`src/hw/rtl/spq_pkg.sv`:
```
// Shared types and constants for the stable priority queue.
package spq_pkg;

   localparam int TAG_W  = 16;
   localparam int AGE_W  = 8;
   localparam int PRIO_W = 8;
   localparam int OCC_W  = 5;
   localparam int STAT_W = 2;

   // Entries of the command queue between the front and back parts
   localparam int CMD_FIFO_DEPTH = 2;

   typedef enum logic [0:0] {
      OP_INSERT = 1'b0,
      OP_REMOVE = 1'b1
   } op_type;

   typedef enum logic [STAT_W-1:0] {
      ST_OK    = 2'd0,
      ST_EMPTY = 2'd1,
      ST_FULL  = 2'd2
   } status_type;

   typedef struct packed {
      logic [TAG_W-1:0]  tag;
      logic [AGE_W-1:0]  age;
      logic [PRIO_W-1:0] prio;
   } entry_type;

   typedef struct packed {
      op_type    op;
      entry_type entry;
   } cmd_type;

endpackage

```
`src/hw/rtl/spq_front.sv`:
```
// Request front end: takes request transfers and decodes them into commands.
module spq_front (
   input  logic                        clock,
   input  logic                        reset,
   input  logic                        req_valid,
   output logic                        req_ready,
   input  logic                        req_type,
   input  logic [spq_pkg::TAG_W-1:0]   req_entry_tag,
   input  logic [spq_pkg::AGE_W-1:0]   req_entry_age,
   input  logic [spq_pkg::PRIO_W-1:0]  req_entry_priority,
   output logic                        cmd_valid,
   input  logic                        cmd_ready,
   output spq_pkg::cmd_type            cmd
);

   logic             front_valid_ff;
   logic             front_valid_in;
   spq_pkg::cmd_type front_cmd_ff;
   spq_pkg::cmd_type front_cmd_in;
   logic             take;

   assign req_ready = !front_valid_ff || cmd_ready;
   assign take      = req_valid && req_ready;

   always_comb begin
      front_cmd_in.op         = spq_pkg::op_type'(req_type);
      front_cmd_in.entry.tag  = req_entry_tag;
      front_cmd_in.entry.age  = req_entry_age;
      front_cmd_in.entry.prio = req_entry_priority;
      front_valid_in          = take || (front_valid_ff && !cmd_ready);
   end

   always_ff @(posedge clock) begin
      if (reset) begin
         front_valid_ff <= 1'b0;
      end else begin
         front_valid_ff <= front_valid_in;
      end
   end

   always_ff @(posedge clock) begin
      if (take) begin
         front_cmd_ff <= front_cmd_in;
      end
   end

   assign cmd_valid = front_valid_ff;
   assign cmd       = front_cmd_ff;

endmodule

```
`src/hw/rtl/spq_cmd_fifo.sv`:
```
// Short command queue between the front end and the slot array.
module spq_cmd_fifo (
   input  logic             clock,
   input  logic             reset,
   input  logic             in_valid,
   output logic             in_ready,
   input  spq_pkg::cmd_type in_cmd,
   output logic             out_valid,
   input  logic             out_ready,
   output spq_pkg::cmd_type out_cmd
);

   localparam int Depth = spq_pkg::CMD_FIFO_DEPTH;
   localparam int PtrW  = (Depth > 1) ? $clog2(Depth) : 1;
   localparam int CntW  = $clog2(Depth + 1);

   spq_pkg::cmd_type mem_ff [Depth];
   logic [PtrW-1:0]  wr_ptr_ff, wr_ptr_in;
   logic [PtrW-1:0]  rd_ptr_ff, rd_ptr_in;
   logic [CntW-1:0]  count_ff, count_in;
   logic             push, pop;

   assign in_ready  = count_ff != CntW'(Depth);
   assign out_valid = count_ff != '0;
   assign push      = in_valid && in_ready;
   assign pop       = out_valid && out_ready;
   assign out_cmd   = mem_ff[rd_ptr_ff];

   always_comb begin
      wr_ptr_in = wr_ptr_ff;
      rd_ptr_in = rd_ptr_ff;
      count_in  = count_ff;
      if (push) begin
         wr_ptr_in = (wr_ptr_ff == PtrW'(Depth - 1)) ? '0 : wr_ptr_ff + 1'b1;
      end
      if (pop) begin
         rd_ptr_in = (rd_ptr_ff == PtrW'(Depth - 1)) ? '0 : rd_ptr_ff + 1'b1;
      end
      if (push && !pop) begin
         count_in = count_ff + 1'b1;
      end else if (pop && !push) begin
         count_in = count_ff - 1'b1;
      end
   end

   always_ff @(posedge clock) begin
      if (reset) begin
         wr_ptr_ff <= '0;
         rd_ptr_ff <= '0;
         count_ff  <= '0;
      end else begin
         wr_ptr_ff <= wr_ptr_in;
         rd_ptr_ff <= rd_ptr_in;
         count_ff  <= count_in;
      end
   end

   always_ff @(posedge clock) begin
      if (push) begin
         mem_ff[wr_ptr_ff] <= in_cmd;
      end
   end

endmodule

```
`src/hw/rtl/spq_back.sv`:
```
// Sorted slot array: executes insert/remove commands and registers the result.
module spq_back #(
   parameter int QUEUE_DEPTH = 16
) (
   input  logic                        clock,
   input  logic                        reset,
   input  logic                        cmd_valid,
   output logic                        cmd_ready,
   input  spq_pkg::cmd_type            cmd,
   output logic                        rsp_valid,
   input  logic                        rsp_ready,
   output logic                        rsp_served_valid,
   output logic [spq_pkg::TAG_W-1:0]   rsp_served_tag,
   output logic [spq_pkg::AGE_W-1:0]   rsp_served_age,
   output logic [spq_pkg::PRIO_W-1:0]  rsp_served_priority,
   output logic [spq_pkg::OCC_W-1:0]   rsp_occupancy,
   output logic [spq_pkg::STAT_W-1:0]  rsp_status
);

   localparam int CntW = $clog2(QUEUE_DEPTH + 1);

   spq_pkg::entry_type slot_ff [QUEUE_DEPTH];
   spq_pkg::entry_type up_entry [QUEUE_DEPTH];
   spq_pkg::entry_type dn_entry [QUEUE_DEPTH];
   logic [QUEUE_DEPTH-1:0] go;
   logic [QUEUE_DEPTH-1:0] go_prev;

   logic [CntW-1:0] count_ff, count_in;
   logic            do_op, full, empty, do_insert, do_remove;

   logic                       rsp_valid_ff, rsp_valid_in;
   logic                       served_valid_ff, served_valid_in;
   spq_pkg::entry_type         served_ff, served_in;
   logic [spq_pkg::OCC_W-1:0]  occ_ff, occ_in;
   spq_pkg::status_type        status_ff, status_in;

   assign cmd_ready = !rsp_valid_ff || rsp_ready;
   assign do_op     = cmd_valid && cmd_ready;
   assign full      = count_ff == CntW'(QUEUE_DEPTH);
   assign empty     = count_ff == '0;
   assign do_insert = do_op && (cmd.op == spq_pkg::OP_INSERT) && !full;
   assign do_remove = do_op && (cmd.op == spq_pkg::OP_REMOVE) && !empty;

   // go marks slots at or past the insertion point; monotone since slots are sorted
   always_comb begin
      for (int i = 0; i < QUEUE_DEPTH; i++) begin
         go[i] = (CntW'(i) >= count_ff) || (slot_ff[i].prio < cmd.entry.prio);
      end
   end
   assign go_prev = {go[QUEUE_DEPTH-2:0], 1'b0};

   for (genvar g = 0; g < QUEUE_DEPTH; g++) begin : g_nbr
      if (g == 0) begin : g_head
         assign up_entry[g] = cmd.entry;
      end else begin : g_up
         assign up_entry[g] = slot_ff[g-1];
      end
      if (g == QUEUE_DEPTH - 1) begin : g_tail
         assign dn_entry[g] = slot_ff[g];
      end else begin : g_dn
         assign dn_entry[g] = slot_ff[g+1];
      end
   end

   always_ff @(posedge clock) begin
      for (int i = 0; i < QUEUE_DEPTH; i++) begin
         if (do_insert && go[i]) begin
            slot_ff[i] <= go_prev[i] ? up_entry[i] : cmd.entry;
         end else if (do_remove) begin
            slot_ff[i] <= dn_entry[i];
         end
      end
   end

   always_comb begin
      count_in = count_ff;
      if (do_insert) begin
         count_in = count_ff + 1'b1;
      end else if (do_remove) begin
         count_in = count_ff - 1'b1;
      end
   end

   always_comb begin
      rsp_valid_in    = do_op || (rsp_valid_ff && !rsp_ready);
      served_valid_in = do_remove;
      served_in       = do_remove ? slot_ff[0] : '0;
      occ_in          = spq_pkg::OCC_W'(count_in);
      status_in       = spq_pkg::ST_OK;
      if (cmd.op == spq_pkg::OP_INSERT && full) begin
         status_in = spq_pkg::ST_FULL;
      end else if (cmd.op == spq_pkg::OP_REMOVE && empty) begin
         status_in = spq_pkg::ST_EMPTY;
      end
   end

   always_ff @(posedge clock) begin
      if (reset) begin
         count_ff     <= '0;
         rsp_valid_ff <= 1'b0;
      end else begin
         count_ff     <= count_in;
         rsp_valid_ff <= rsp_valid_in;
      end
   end

   always_ff @(posedge clock) begin
      if (do_op) begin
         served_valid_ff <= served_valid_in;
         served_ff       <= served_in;
         occ_ff          <= occ_in;
         status_ff       <= status_in;
      end
   end

   assign rsp_valid           = rsp_valid_ff;
   assign rsp_served_valid    = served_valid_ff;
   assign rsp_served_tag      = served_ff.tag;
   assign rsp_served_age      = served_ff.age;
   assign rsp_served_priority = served_ff.prio;
   assign rsp_occupancy       = occ_ff;
   assign rsp_status          = status_ff;

`ifndef SYNTHESIS
   a_count_bound: assert property (@(posedge clock) disable iff (reset)
      count_ff <= CntW'(QUEUE_DEPTH))
      else $error("held count above queue depth");

   a_insert_grows: assert property (@(posedge clock) disable iff (reset)
      do_insert |=> count_ff == $past(count_ff) + 1'b1)
      else $error("insert did not grow held count");

   a_head_sorted: assert property (@(posedge clock) disable iff (reset)
      count_ff >= CntW'(2) |-> slot_ff[0].prio >= slot_ff[1].prio)
      else $error("head slots out of order");

   a_empty_remove: assert property (@(posedge clock) disable iff (reset)
      do_op && cmd.op == spq_pkg::OP_REMOVE && empty
      |=> status_ff == spq_pkg::ST_EMPTY && !served_valid_ff)
      else $error("remove on empty queue misreported");
`endif

endmodule

```
`src/hw/rtl/stable_priority_queue_top.sv`:
```
// Stable bounded priority queue: front end, command queue and sorted slot array.
//
// Requests arrive on the req_ channel (valid/ready). req_type 0 inserts the
// entry (tag, age, priority); 1 removes the head entry. Entries are kept in
// descending priority; equal priorities leave in arrival order.
// Every request produces exactly one result transfer on the rsp_ channel:
// the removed entry (served_valid high) or zeros, the occupancy after the
// request, and a status (ok, remove while empty, insert dropped when full).
// With no stall, a request passes the decode register and the two-entry
// command queue; the slot array then updates all QUEUE_DEPTH slots in
// parallel and registers the result. Sustained throughput is one request
// per cycle while rsp_ready is high, set by the slot array.
// When the receiver holds rsp_ready low, the result register holds, the
// command queue fills and then req_ready drops; nothing is lost.
// Reset (synchronous, active high) empties the queue and all pipeline
// stages; it needs no clearing pass.
module stable_priority_queue_top #(
   parameter int QUEUE_DEPTH = 16
) (
   input  logic                        clock,
   input  logic                        reset,
   input  logic                        req_valid,
   output logic                        req_ready,
   input  logic                        req_type,
   input  logic [spq_pkg::TAG_W-1:0]   req_entry_tag,
   input  logic [spq_pkg::AGE_W-1:0]   req_entry_age,
   input  logic [spq_pkg::PRIO_W-1:0]  req_entry_priority,
   output logic                        rsp_valid,
   input  logic                        rsp_ready,
   output logic                        rsp_served_valid,
   output logic [spq_pkg::TAG_W-1:0]   rsp_served_tag,
   output logic [spq_pkg::AGE_W-1:0]   rsp_served_age,
   output logic [spq_pkg::PRIO_W-1:0]  rsp_served_priority,
   output logic [spq_pkg::OCC_W-1:0]   rsp_occupancy,
   output logic [spq_pkg::STAT_W-1:0]  rsp_status
);

   logic             dec_valid, dec_ready;
   spq_pkg::cmd_type dec_cmd;
   logic             exe_valid, exe_ready;
   spq_pkg::cmd_type exe_cmd;

   spq_front u_front (
      .clock              (clock),
      .reset              (reset),
      .req_valid          (req_valid),
      .req_ready          (req_ready),
      .req_type           (req_type),
      .req_entry_tag      (req_entry_tag),
      .req_entry_age      (req_entry_age),
      .req_entry_priority (req_entry_priority),
      .cmd_valid          (dec_valid),
      .cmd_ready          (dec_ready),
      .cmd                (dec_cmd)
   );

   spq_cmd_fifo u_cmd_fifo (
      .clock     (clock),
      .reset     (reset),
      .in_valid  (dec_valid),
      .in_ready  (dec_ready),
      .in_cmd    (dec_cmd),
      .out_valid (exe_valid),
      .out_ready (exe_ready),
      .out_cmd   (exe_cmd)
   );

   spq_back #(
      .QUEUE_DEPTH (QUEUE_DEPTH)
   ) u_back (
      .clock               (clock),
      .reset               (reset),
      .cmd_valid           (exe_valid),
      .cmd_ready           (exe_ready),
      .cmd                 (exe_cmd),
      .rsp_valid           (rsp_valid),
      .rsp_ready           (rsp_ready),
      .rsp_served_valid    (rsp_served_valid),
      .rsp_served_tag      (rsp_served_tag),
      .rsp_served_age      (rsp_served_age),
      .rsp_served_priority (rsp_served_priority),
      .rsp_occupancy       (rsp_occupancy),
      .rsp_status          (rsp_status)
   );

endmodule
```
`config.mk`:
```
export PLATFORM = sky130hd
export DESIGN_NAME = stable_priority_queue_top
export DESIGN_NICKNAME = d
export VERILOG_FILES = /design/src/hw/rtl/spq_pkg.sv /design/src/hw/rtl/spq_front.sv /design/src/hw/rtl/spq_cmd_fifo.sv /design/src/hw/rtl/spq_back.sv /design/src/hw/rtl/stable_priority_queue_top.sv
export SDC_FILE = /design/constraint.sdc
export NUM_CORES = 1
export LEC_CHECK = 0
export ABC_AREA = 1
export BUFFER_PORTS_ARGS = -buffer_cell sky130_fd_sc_hd__buf_2
export CORE_ASPECT_RATIO = 0.5
export CORE_UTILIZATION = 60
export CTS_BUF_LIST = sky130_fd_sc_hd__clkbuf_2 sky130_fd_sc_hd__clkbuf_4 sky130_fd_sc_hd__clkbuf_8
export CTS_CLUSTER_DIAMETER = 40
export DETAILED_ROUTE_END_ITERATION = 6
export PLACE_DENSITY = 0.82
export SYNTH_ARGS = -nofsm -noshare
export SYNTH_HDL_FRONTEND = slang
export SYNTH_SLANG_ARGS = --single-unit
```
`constraint.sdc`:
```
create_clock -name clock -period 7.2 [get_ports clock]
set_input_delay 0.72 -clock clock [delete_from_list [all_inputs] [get_ports clock]]
set_output_delay 0.72 -clock clock [all_outputs]
set_load 0.02 [all_outputs]
```
==> metrics.csv <==
stage;metric;value;unit
logic_synthesis;yosysUniqueCellTypes;35;
logic_synthesis;synth-seq-cells;663;
clock_tree;cts_tree;yes;
clock_tree;hold_buffers;0;
sta;setup_tns;0;ps
sta;fmaxAchievable;0.2020;GHz
die;core_area;59910;um2
logic_synthesis;synth.net_count;4597;
sta;maxSlewViolCount;0;
die;io_pins;79;
grt;grt_remaining_overflow;0;
finish;multi_input_area;14050;um2
placement;gp_congestion;0.9236;
detailed_routing;drt_iter0_drc;4364;
detailed_routing;routed.top_layer;met4;
clock_tree;cts_root_buffer;clkbuf_8;
finish;drive_gt1_frac;0.08618;
finish;syn_to_final_growth;7.823;%
logic_synthesis;synth.cell_area;36770;um2
grt;grt_pass1_wl;163.5;mm
grt;grt_usage;0.3376;
worst_setup_path;crit_required;7560;ps
min_path;holdPathEnd;u_front.cmd[5]$_DFFE_PP_;
sta;max_slew_margin;0.1481;
detailed_routing;wirelength;105.5;mm
grt;grt_pass1_vias;28694;
clock_tree;clock_latency;710;ps
detailed_routing;viasPerCell;5.775;
clock_tree;clockBufferDepth;3;
clock_tree;cts_sinks;663;
worst_setup_path;end_kind;register;
worst_setup_path;ff2ff_path_depth;10;
placement;portBuffers;78;
detailed_routing;wl_per_cell;19.85;um
clock_tree;cts.htree.levels;3;
finish;nNetsFinal;4581;
detailed_routing;drcViolationCount;0;
sta;rsz0062_at_grt;false;
detailed_routing;antenna_left;0;
clock_tree;clkTransAtPathRegs;70;ps
worst_setup_path;crit_type;register to register;
sta;fin_crit_sh;0.6876;
grt;grt_max_degree;184;
sta;hold_viol;0;
worst_setup_path;cp_data_arrival_time;5320;ps
min_path;hold_start;req_entry_priority[5];
placement;dp_hpwl;70.69;mm
clock_tree;cts_buffers;95;
logic_synthesis;post_synth.cell_area_avg;8.278;um2
sta;worst_pin_slew;1275;ps
logic_synthesis;yosysWarnings;0;
worst_setup_path;path_max_fanout;33;
logic_synthesis;synth_cells;4442;
detailed_routing;wl_met3;17.17;mm
detailed_routing;wl_met1;43.82;mm
clock_tree;post-cts-setup-buffers;0;
worst_setup_path;start_kind;register;
clock_tree;cts_resized;0;
detailed_routing;firstDrtPassIters;6;
sta;fin_skew;36.01;ps
worst_setup_path;r2r_slack;2250;ps
sta;finalSetupViolCount;0;
die;fp.dieH;177.1;um
grt;antenna_found_initial;0;
finish;num_antenna_cells;0;
die;num_rows;63;
detailed_routing;via_count;30686;
detailed_routing;dr_wl_met2;41.40;mm
die;start_util;0.6138;
logic_synthesis;ys_seq_area_frac;0.5382;
worst_setup_path;rr_endpoint;u_back.slot_ff[9][16]$_DFFE_PP_;
min_path;min_path_type;primary input to register;
min_path;hold_depth;1;
die;die_area;62340;um2
finish;final-seq-area;19790;um2
finish;num-fill-cells;4880;
sta;post-route-min-period;4951;ps
job;drv_cap;0;
die;fp.dieW;352.1;um
status;status;completed;
-- cells by family after synthesis --
logic type | Yosys count | share of synthesized area
and+or+nand+nor | 2729 | 0.3102
AOI/OAI and AO/OA | 174 | 0.02692
DFF | 663 | 0.5382
buffers and inverters | 753 | 0.08323
adders and majority gates | 118 | 0.04015
xor gates and xnor gates | 2 | 0.0004765
muxes | 3 | 0.0008167
-- cell usage after synthesis --
library cell,count,share of area
and2_1,1,0.00017
o211ai_1,1,0.00020
o21ai_1,78,0.011
nand3_1,840,0.11
o31ai_2,1,0.00034
nor3_1,1,0.00014
or2_2,10,0.0017
a41oi_2,1,0.00044
nor2_2,2,0.00034
a211oi_1,15,0.0031
dfxtp_1,12,0.0065
o21ai_2,12,0.0029
clkbuf_2,1,0.00014
nor3_2,1,0.00027
buf_2,123,0.017
inv_1,451,0.046
xor2_1,2,0.00048
ha_1,118,0.040
o21ai_0,20,0.0027
nand2_2,9,0.0015
a21oi_1,43,0.0059
nand2_1,1769,0.18
buf_4,21,0.0043
inv_2,17,0.0017
a21oi_2,1,0.00024
o31a_1,1,0.00024
or2_1,19,0.0032
clkbuf_1,126,0.013
a211oi_2,1,0.00034
nor2_1,76,0.0078
mux2i_1,3,0.00082
nor4_1,1,0.00017
edfxtp_1,651,0.53
clkinv_1,1,0.00010
buf_1,13,0.0013
-- sequential cells by signal, indices dropped and copies added (netlist names), named ones only --
signal                      cells
u_back.rsp_served_tag          16
u_front.cmd_valid               1
u_back.rsp_occupancy            5
u_back.rsp_valid                1
u_front.cmd                    33
u_back.rsp_served_priority      8
u_back.rsp_served_age           8
u_cmd_fifo.wr_ptr_ff            1
u_cmd_fifo.mem_ff              66
u_back.rsp_status               2
u_back.count_ff                 5
u_back.rsp_served_valid         1
u_cmd_fifo.count_ff             2
u_back.slot_ff                512
u_cmd_fifo.rd_ptr_ff            1
-- per-stage QoR --
| step | hold slack (ps) | utilization | area [um2] | setup WS [ps] | cells |
|---|---|---|---|---|---|
| after floorplan | 421.5 | - | 36770 | 2538 | 4442 |
| after global placement | 424.1 | 0.6301 | 37750 | 2336 | 5141 |
| after detailed placement | 429.6 | 0.6301 | 37750 | 2290 | 5141 |
| after CTS | 143.5 | 0.6618 | 39650 | 2278 | 5314 |
| after global routing | 150.4 | 0.6618 | 39650 | 1859 | 5314 |
| final | 199.0 | 0.6618 | 39650 | 2249 | 5314 |
-- worst max path at each step --
| stage | endpoint | cells past startpoint | slack [ps] | start |
|---|---|---|---|---|
| finish | u_back.slot_ff[9][16]$_DFFE_PP_ | 10 | 2250 | register |
| global route | u_back.slot_ff[9][8]$_DFFE_PP_ | 10 | 1860 | register |
| CTS | u_back.slot_ff[9][8]$_DFFE_PP_ | 10 | 2280 | register |
| detailed placement | u_back.slot_ff[9][22]$_DFFE_PP_ | 10 | 2290 | register |
| global placement | u_back.slot_ff[9][22]$_DFFE_PP_ | 10 | 2340 | register |
| floorplan | u_back.slot_ff[15][0]$_DFFE_PP_ | 4 | 2540 | rsp_ready |
-- area by class of cell --
type / count / share of cell area
Inverter: 469 / 0.04459
Timing Repair Buffer: 171 / 0.02840
Multi-Input combinational cell: 3026 / 0.3543
Clock buffer: 130 / 0.04008
Sequential cell: 663 / 0.4992
Tap cell: 812 / 0.02563
Clock inverter: 43 / 0.007858
-- layout by cell type (no fill, tap or decap), types with 74 or more instances in the layout --
master	Yosys	final
buf_4	21	90
ha_1	118	118
nand3_1	840	839
clkbuf_8	0	98
edfxtp_1	651	651
inv_1	451	451
o21ai_1	78	75
buf_2	123	78
nor2_1	76	74
nand2_1	1769	1768
-- worst max-delay path, cell delays in order, from the launching register on --
cell and delay (ps):
dfxtp_2 330, buf_4 450, mux2i_4 870, ha_1 390, a21oi_1 160, o31a_1 140
nand2_1 600, nand2_1 1080, nand2_1 120, nand2_1 100, buf_4 360
-- routing by layer --
metal | global-route usage | up-vias
met4 | 0.1080 | 0
met5 | 0 | -
met3 | 0.1242 | 187
li1 | - | 14469
met2 | 0.4615 | 2072
met1 | 0.4940 | 13958
Power is left out: the tool's default activity adds up to more than one toggle a clock period on the data nets, which glitch-free logic cannot reach.
